==> src/sv/itoad_pkg.sv <==
// Shared constants, job type and character helper for the integer-to-ASCII converter.
package itoad_pkg;

  localparam int unsigned MagW      = 32;
  localparam int unsigned DigitsMax = 10;
  localparam int unsigned IdxW      = 4;
  localparam int unsigned CharW     = 7;

  localparam logic [CharW-1:0] CharZero  = 7'h30;
  localparam logic [CharW-1:0] CharLowA  = 7'h61;
  localparam logic [CharW-1:0] CharMinus = 7'h2D;

  // floor(x / 10) == (x * RecipTen) >> RecipShift for every 32-bit x
  localparam logic [MagW-1:0] RecipTen   = 32'hCCCC_CCCD;
  localparam int unsigned     RecipShift = 35;

  typedef struct packed {
    logic [MagW-1:0] mag;
    logic            hex;
    logic            neg;
  } itoad_job_t;

  function automatic logic [CharW-1:0] digit_char(input logic [3:0] d);
    logic [CharW-1:0] c;
    if (d > 4'd9) begin
      c = CharLowA + CharW'(d) - CharW'(10);
    end else begin
      c = CharZero + CharW'(d);
    end
    return c;
  endfunction

endpackage

==> src/sv/itoad_front.sv <==
// Input side: sign/magnitude classification and a two-word job queue.
module itoad_front
  import itoad_pkg::*;
(
  input  logic            clk_i,
  input  logic            rst_ni,
  input  logic            in_valid_i,
  output logic            in_ready_o,
  input  logic [MagW-1:0] in_value_i,
  input  logic            in_hex_i,
  output logic            job_valid_o,
  input  logic            job_ready_i,
  output itoad_job_t      job_o
);

  itoad_job_t job_mem [2];
  logic       wr_ptr_q, wr_ptr_d;
  logic       rd_ptr_q, rd_ptr_d;
  logic [1:0] count_q, count_d;
  itoad_job_t job_in;
  logic       push, pop;

  always_comb begin
    job_in.hex = in_hex_i;
    job_in.neg = ~in_hex_i & in_value_i[MagW-1];
    job_in.mag = job_in.neg ? (~in_value_i + MagW'(1)) : in_value_i;
  end

  assign in_ready_o  = (count_q != 2'd2);
  assign job_valid_o = (count_q != 2'd0);
  assign push        = in_valid_i & in_ready_o;
  assign pop         = job_valid_o & job_ready_i;
  assign job_o       = job_mem[rd_ptr_q];

  always_comb begin
    wr_ptr_d = push ? ~wr_ptr_q : wr_ptr_q;
    rd_ptr_d = pop ? ~rd_ptr_q : rd_ptr_q;
    count_d  = count_q + 2'(push) - 2'(pop);
  end

  always_ff @(posedge clk_i or negedge rst_ni) begin
    if (!rst_ni) begin
      wr_ptr_q <= 1'b0;
      rd_ptr_q <= 1'b0;
      count_q  <= 2'd0;
    end else begin
      wr_ptr_q <= wr_ptr_d;
      rd_ptr_q <= rd_ptr_d;
      count_q  <= count_d;
    end
  end

  always_ff @(posedge clk_i) begin
    if (push) begin
      job_mem[wr_ptr_q] <= job_in;
    end
  end

endmodule

==> config.mk <==
export PLATFORM = sky130hd
export DESIGN_NAME = itoad_front
export DESIGN_NICKNAME = d
export VERILOG_FILES = /design/src/sv/itoad_pkg.sv /design/src/sv/itoad_front.sv
export SDC_FILE = /design/constraint.sdc
export NUM_CORES = 1
export LEC_CHECK = 0
export BUFFER_PORTS_ARGS = -buffer_cell sky130_fd_sc_hd__buf_2
export CAP_MARGIN = 10
export CORE_MARGIN = 5
export CORE_UTILIZATION = 58
export CTS_CLUSTER_SIZE = 28
export DETAILED_ROUTE_END_ITERATION = 7
export PLACE_DENSITY = 0.89
export RECOVER_POWER = 25
export SLEW_MARGIN = 0
export SYNTH_ARGS = -nofsm -noshare
export SYNTH_HDL_FRONTEND = slang
export SYNTH_SLANG_ARGS = --single-unit
==> constraint.sdc <==
create_clock -name clk_i -period 4.8 [get_ports clk_i]
set_input_delay 1.44 -clock clk_i [delete_from_list [all_inputs] [get_ports clk_i]]
set_output_delay 1.44 -clock clk_i [all_outputs]
set_load 0.01 [all_outputs]
## Yosys cells after proc, flatten, opt, wreduce, memory -nomap -nowiden

Memory sizes are Yosys's and may differ from the RTL's.
Index checks and enable logic that the tools add are counted.

| word-level totals | value |
|---|---|
| bits in registers | 4 |
| bits in latches | 0 |
| memory bits (writable) | 68 |
| ROM bits | 0 |
| input bits | 37 |
| output and inout port bits | 36 |
| memories kept | 1 |

Memories:

| name | words | bits a word | read ports | clocked after Yosys merged registers in | write ports | line | text |
|---|---|---|---|---|---|---|---|
| job_mem | 2 | 34 | 1 | 0 | 1 | itoad_front.sv:16 | `itoad_job_t job_mem [2];` |

| operators by class | value |
|---|---|
| $add $sub $neg | 3 |
| $mul | 0 |
| divide/modulo/power cells | 0 |
| order comparisons | 0 |
| equal/unequal tests | 1 |
| shift operators | 0 |
| mux-type cells | 3 |
| bitwise operators | 7 |
| reductions and logical operators | 1 |

Operator list:

| cell | number |
|---|---|
| $add 32x1->32 const B | 1 |
| $mux 32 | 1 |
| $not 32->32 | 1 |
| $and 1x1->1 | 3 |
| $not 1->1 | 3 |
| $add 2x1->2 | 1 |
| $mux 1 | 2 |
| $ne 2x2->1 const B | 1 |
| $reduce_bool 2->1 | 1 |
| $sub 2x1->2 | 1 |

## Longest topological paths before layout

Gate-level depths: netlist (run 1).

| depth | value |
|---|---|
| depth after elaboration | 4 |
| mapped depth | 7 |
| depth with buffers taken out | 7 |

## Worst setup path after synthesis (run 1)

Ideal clock, no wire load.

| timing path | value |
|---|---|
| path type | input port to flip-flop |
| start point | in in_valid_i |
| end point | mem job_mem[0][0] (netlist bit) (enable) |
| library setup time | 0.425 ns |
| arrival time | 2.973 ns |
| path slack | 1.402 ns |
| stages on the path | 2 |
| path buffers | 0 |
| path through | nand2_1 > nor2_1 |

| between the ends | value |
|---|---|
| longest elaborated chain between the ends | 3 |

RTL lines:

| element | line | text |
|---|---|---|
| start: declaration | itoad_front.sv:7 | `input logic in_valid_i,` |
| $and 1x1->1 | itoad_front.sv:31 | `assign push = in_valid_i & in_ready_o;` |
| $mux 1 | itoad_front.sv:54 | `if (push) begin` |
| $mux 1 (implied by the code) | itoad_front.sv:55 | `job_mem[wr_ptr_q] <= job_in;` |
| end: declaration | itoad_front.sv:16 |  |

Every way passes these cells.

==> results_dict.tcl, run 1 <==
set metrics [dict create \
    layout_commonest_cell "buf_2" \
    syn_inst 229 \
    power_density_mw_per_mm2 516 \
    crit_start "in_value_i[0]" \
    area.growth.synth_to_final_pct 18.5 \
    grt_pass1_vias 2259 \
    drtAntennaViolNets 0 \
    ys_ff_latch 72 \
    r2r_slack_ns 2.24 \
    cts_buffer_depth 2 \
    wl_per_cell_um 17.6 \
    layout_common_cells "buf_2, edfxtp_1, mux2_2" \
    finalSetupTns_ns 0 \
    vias 2101 \
    drv_cap 1 \
    peakVddDrop_mv 0.352 \
    violations "max-capacitance violations, max-slew violations" \
    numPortBuffers 72 \
    grt_pass1_wl_mm 10.9 \
    core_area_mm2 0.00557 \
    required_ns 4.94 \
    wirelength_mm 6.75 \
    fin_nets 346 \
    yosysSeqAreaShare_pct 64.0 \
    crit_path_end_kind "flip-flop" \
    synthDistinctLibCells 35 \
    post_cts_resized 0 \
    tightest_slew_ns 2.04 \
    relSlewSlack_pct -35.7 \
    drc 0 \
    ff2ff_path_depth 3 \
    placed_cell_area_mm2 0.00379 \
    drt_iter0_markers 144 \
    r2r-start "count_q[1]" \
    cts_sinks 72 \
    die_w_um 86.0 \
    antenna_cells 0 \
    leakagePower_nw 1.50 \
    hold_path.class "reg -> reg" \
    clk_pin_slew_ns 0.07 \
    grt_setup_unrepaired "false" \
    cts.htree.levels 3 \
    drive_gt1_share_pct 40.5 \
    io_pins 73 \
    crit_end "job_mem[1][26]" \
    num_rows 27 \
    crit_arrival_ns 3.59 \
    die_y_um 86.0 \
    syn-num-nets 269 \
    clock_skew_ns 0.00766 \
    max_freq_ghz 0.290 \
    r2r-end "job_mem[1][17]" \
    cts_tree "done" \
    final_cell_area_mm2 0.00397 \
    drtPass1Iterations 4 \
    syn_area_mm2 0.00335 \
    critPathMaxFanout 6 \
    yosysWarnings 0 \
    dieArea_mm2 0.00739 \
    hold_viol 0 \
    track_usage_pct 19.6 \
    ctsHoldBuffers 0 \
    setup_violations 0 \
    clockRootBuffer "clkbuf_8" \
    grt_antenna_before_repair 0 \
    place.gp.congestion 0.825 \
    dp_hpwl_mm 4.71 \
    grt_overflow 0 \
    crit_path_start_kind "primary input" \
    cts_buffers 9 \
    initial_core_util_pct 60.0 \
    holdPathStages 1 \
    fillers 377 \
    fin_crit_sh_pct 71.9 \
    post-route-util_pct 71.2 \
    final_max_slew_viol_count 35 \
    critPathKind "in -> reg" \
    clk_latency_ns 0.33 \
    status "finished with violations" \
    post_cts_buffers 0 \
    min_period_ns 3.45 \
    vias_per_cell 5.49 \
    syn_avg_cell_area_um2 14.6 \
    grt_max_degree 36 \
]
==> where the power goes <==
group	internal (mW)	switching (mW)	leakage, nW	total (mW)
sequential	0.881	0.0401	0.679	0.922
combinational	0.298	0.377	0.723	0.676
clock	0.237	0.213	0.0937	0.450
==> synthesized netlist by cell type, drive strengths merged <==
cell / instances / area (um2)
inv: 6 / 22.5
nor3: 7 / 35.0
clkbuf: 5 / 18.8
a21oi: 13 / 65.1
or4: 1 / 7.51
and4: 1 / 8.76
edfxtp: 68 / 2040
and2: 1 / 6.26
or2: 1 / 6.26
nand2b: 3 / 18.8
xnor2: 13 / 114
ha: 3 / 37.5
and3: 1 / 6.26
nor4: 4 / 40.0
mux2: 34 / 383
o41ai: 1 / 27.5
nand3: 2 / 10.0
or4b: 2 / 20.0
nand4b: 1 / 8.76
o31ai: 4 / 35.0
nor2b: 1 / 6.26
a31oi: 3 / 18.8
dfrtp: 4 / 100
nor2: 18 / 77.6
nand2: 4 / 15.0
buf: 3 / 15.0
xor2: 20 / 175
or3: 1 / 6.26
o21ai: 4 / 20.0
==> area by class of cell <==
class	instances	area (um2)	area share, %
Sequential cell	72	2140	54.0
Tap cell	72	90.1	2.27
Clock buffer	10	128	3.22
Timing Repair Buffer	74	368	9.27
Inverter	6	22.5	0.568
Clock inverter	6	60.1	1.51
Multi-Input combinational cell	143	1160	29.1
==> worst min path at each step <==
stage | start | endpoint
floorplan | wr_ptr_q | wr_ptr_q
global placement | count_q[0] | count_q[0]
detailed placement | count_q[0] | count_q[0]
CTS | count_q[0] | count_q[0]
global route | count_q[0] | count_q[0]
finish | count_q[0] | count_q[0]
==> logic make-up (layout without fill, tap and decap cells) <==
kind of cell / after synthesis / after routing / share of synthesized area [%]
AND/OR/NAND/NOR: 48 / 48 / 8.15
adder cells (fa/ha/maj): 3 / 3 / 1.12
multiplexers: 34 / 34 / 11.4
flip-flops: 72 / 72 / 64.0
AO/OA/AOI/OAI: 25 / 25 / 4.97
buffers and inverters: 14 / 96 / 1.68
XOR/XNOR: 33 / 33 / 8.64
==> per-layer routing <==
layer	up-vias	share of wire [%]	global-route usage, %	wire length (um)
li1	1006	-	-	-
met1	1011	40	22.6	2710
met2	74	52	33.6	3530
met3	10	5.6	4.71	381
met4	0	2.0	10.4	133
met5	-	0	0	0
==> metrics by stage <==
step	instances	worst slack, ns	total power [mW]	hold WS, ns
2_1_floorplan	229	1.40	1.36	0.461
3_3_place_gp	367	1.13	1.59	0.504
3_5_place_dp	367	1.05	1.62	0.522
4_1_cts	383	1.40	2.07	0.537
5_1_grt	383	1.24	2.16	0.563
6_report	383	1.35	2.05	0.536
==> registers in the layout, indices dropped and copies added (netlist names) <==
| register | count |
|---|---|
| job_mem | 68 |
| rd_ptr_q | 1 |
| wr_ptr_q | 1 |
| count_q | 2 |
==> worst max-delay path, stage by stage <==
cell,delay (ns)
clkbuf_1,0.13
inv_1,0.08
ha_1,0.18
or4b_2,0.65
nor4_4,0.33
and4_1,0.38
a21oi_1,0.11
xnor2_1,0.28
Note: power is estimated with default switching activity, not from simulation.
==> run 2: changes to the inputs <==
Settings changed: ABC_AREA from default to 1, CORE_UTILIZATION 58 to 55, PLACE_DENSITY 0.89 to 0.85.
Clock period 4.8 ns to 3.3 ns, I/O delays scaled along.
==> results_dict.tcl, run 2 <==
set metrics [dict create \
    met3_usage_pct 3.01 \
    synth.largest_area_cell "edfxtp_1" \
    ctsHoldBuffers 0 \
    drt_iter0_markers 223 \
    p_int_mw 1.93 \
    peakVddDrop_mv 0.291 \
    largest_reg_flops 68 \
    antenna_cells 0 \
    drtPass1Iterations 5 \
    grt.busiest_layer "met2" \
    vias 2983 \
    fin_hold_ws_ns 0.464 \
    ys_top_cells_by_area "edfxtp_1, nand2_1, nor2_1" \
    largest_register "job_mem" \
    final_cell_area_mm2 0.00436 \
    synth_compound_area_share_pct 2.08 \
    syn_inst 427 \
    drv_cap 0 \
    cts.htree.levels 3 \
    core_area_mm2 0.00672 \
    crit_path_start_kind "flip-flop" \
    crit_path_end_kind "output port" \
    netlist.area_leader.share_pct 54.6 \
    status "complete, no violations" \
    power_density_mw_per_mm2 708 \
    syn_avg_cell_area_um2 8.75 \
    seqPwrFrac_pct 43.4 \
    numPortBuffers 72 \
    fillers 556 \
    num_rows 30 \
    io_pins 73 \
    placed_cell_area_mm2 0.00420 \
    min_period_ns 2.44 \
    yosys.area_share.simple_pct 31.5 \
    syn-num-nets 467 \
    fin_crit_sh_pct 74.0 \
    leakagePower_nw 1.98 \
    critPathMaxFanout 34 \
    synth_edf_count 68 \
    drive_gt1_share_pct 22.7 \
    dp_hpwl_mm 6.22 \
    synthDistinctLibCells 25 \
    sw_frac_of_total_pct 37.4 \
    ys_ff_latch 72 \
    synth_top_family_by_area "simple AND/OR/NAND/NOR gates" \
    register_area_mm2 0.00214 \
    cts_buffers 9 \
    post_cts_resized 0 \
    synthXorXnorAreaFrac_pct 3.98 \
    async_reset_ff_share_pct 5.56 \
    clockPowerShare_pct 19.7 \
    die_y_um 92.4 \
    relSlewSlack_pct 35.3 \
    layout_commonest_cell "nand2_1" \
    yosys.area_share.adder_pct 1.00 \
    yosysSeqAreaShare_pct 57.3 \
    setup_violations 0 \
    required_ns 2.31 \
    met1_usage_pct 26.3 \
    post_cts_buffers 0 \
    hold_viol 0 \
    wirelength_mm 8.62 \
    grt_pass1_vias 2924 \
    clockRootBuffer "clkbuf_8" \
    vias_per_cell 5.05 \
    wl_per_cell_um 14.6 \
    place.gp.congestion 0.910 \
    synthMuxAreaShare_pct 0 \
    pwr-share-comb_pct 36.9 \
    syn_area_mm2 0.00374 \
    cts_buffer_depth 2 \
    grt_antenna_before_repair 0 \
    use_met2_pct 36.0 \
    drc 0 \
    clk_pin_slew_ns 0.08 \
    clk_latency_ns 0.35 \
    switching_power_mw 1.16 \
    grt_pass1_wl_mm 13.9 \
    layout_common_cells "nand2_1, buf_2, edfxtp_1" \
    synth_common_cells "nand2_1, edfxtp_1, nor2_1, inv_1, nand3_1" \
    dieArea_mm2 0.00854 \
    synth_top_flop_cell "edfxtp_1" \
    critPathKind "reg -> out" \
    grt_max_degree 36 \
    crit_arrival_ns 1.45 \
    die_w_um 92.4 \
    grt_setup_unrepaired "false" \
    cts_sinks 72 \
    final_max_slew_viol_count 0 \
    grt_overflow 0 \
    ff2ff_path_depth 4 \
    hold_path.class "in -> async" \
    largestRegisters "job_mem: 68 flops, count_q: 2 flops" \
    drtAntennaViolNets 0 \
    finalSetupTns_ns 0 \
    fin_nets 546 \
    tightest_slew_ns 0.971 \
    track_usage_pct 20.9 \
    synth.most_common_cell "nand2_1" \
    initial_core_util_pct 55.6 \
    clock_skew_ns 0.00938 \
    max_freq_ghz 0.410 \
    multi_input_area_mm2 0.00145 \
    area.growth.synth_to_final_pct 16.6 \
    yosysWarnings 0 \
    cts_tree "done" \
]
-- run 2: cell count changes in the layout (fill, tap and decap cells not counted), sizes merged, moves of 11 or more --
cell / before / now
inv: 6 / 29
mux2: 34 / 0
nand3: 2 / 16
nor2: 18 / 63
nand2: 4 / 203
a21oi: 13 / 2
xor2: 20 / 8
-- run 2: critical path, cell delays in order (launching register included) --
cell and delay, ns:
dfrtp_1 0.37, buf_4 0.37, nand2_1 0.10, nand2_1 0.12, buf_2 0.14
-- run 2: power by group through the flow --
stage	Clock [mW]	Combinational [mW]	Sequential [mW]
2_1_floorplan	0	0.694	1.34
3_3_place_gp	0	1.13	1.34
3_5_place_dp	0	1.16	1.36
4_1_cts	0.623	1.16	1.34
5_1_grt	0.660	1.27	1.36
6_report	0.609	1.14	1.34
-- run 2: stage by stage --
step / cells / setup slack, ns / power (mW) / utilization [%]
2_1_floorplan: 427 / 0.330 / 2.04 / -
3_3_place_gp: 575 / 1.01 / 2.47 / 62.5
3_5_place_dp: 575 / 0.911 / 2.51 / 62.5
4_1_cts: 591 / 0.830 / 3.12 / 65.0
5_1_grt: 591 / 0.764 / 3.29 / 64.9
6_report: 591 / 0.860 / 3.09 / 64.9
-- run 2: final timing paths --
| kind | slack (ns) | startpoint | end |
|---|---|---|---|
| worst max-delay path | 0.86 | rd_ptr_q | job_o[27] |
| worst min-delay path | 0.46 | rst_ni | count_q[0] |
| worst max register to register | 1.43 | count_q[1] | job_mem[1][27] |
| worst min register to register | 0.56 | count_q[0] | count_q[0] |
| max in group asynchronous | 2.64 | rst_ni | count_q[1] |
| min in group clk_i | 0.56 | count_q[0] | count_q[0] |
-- run 2: area by class of cell --
class / instances / share of cell area, %
tap: 80 / 2.30
timing repair buffer: 77 / 8.93
inverter: 29 / 2.55
clock buffer: 9 / 2.84
clock inverter: 7 / 1.09
sequential: 72 / 49.1
multi-input combinational: 317 / 33.2
-- run 2: kinds of logic (layout without fill, tap and decap cells) --
| logic type | after synthesis | in the layout |
|---|---|---|
| and+or+nand+nor | 283 | 283 |
| DFF | 72 | 72 |
| buffers and inverters | 38 | 122 |
| xor gates and xnor gates | 17 | 17 |
| AOI/OAI and AO/OA | 14 | 14 |
| adders and majority gates | 3 | 3 |
-- run 2: layer usage --
layer	vias up	share of wire, %
met2	97	52
met1	1356	41
met5	-	0
met3	12	5.1
met4	0	1.5
li1	1518	-
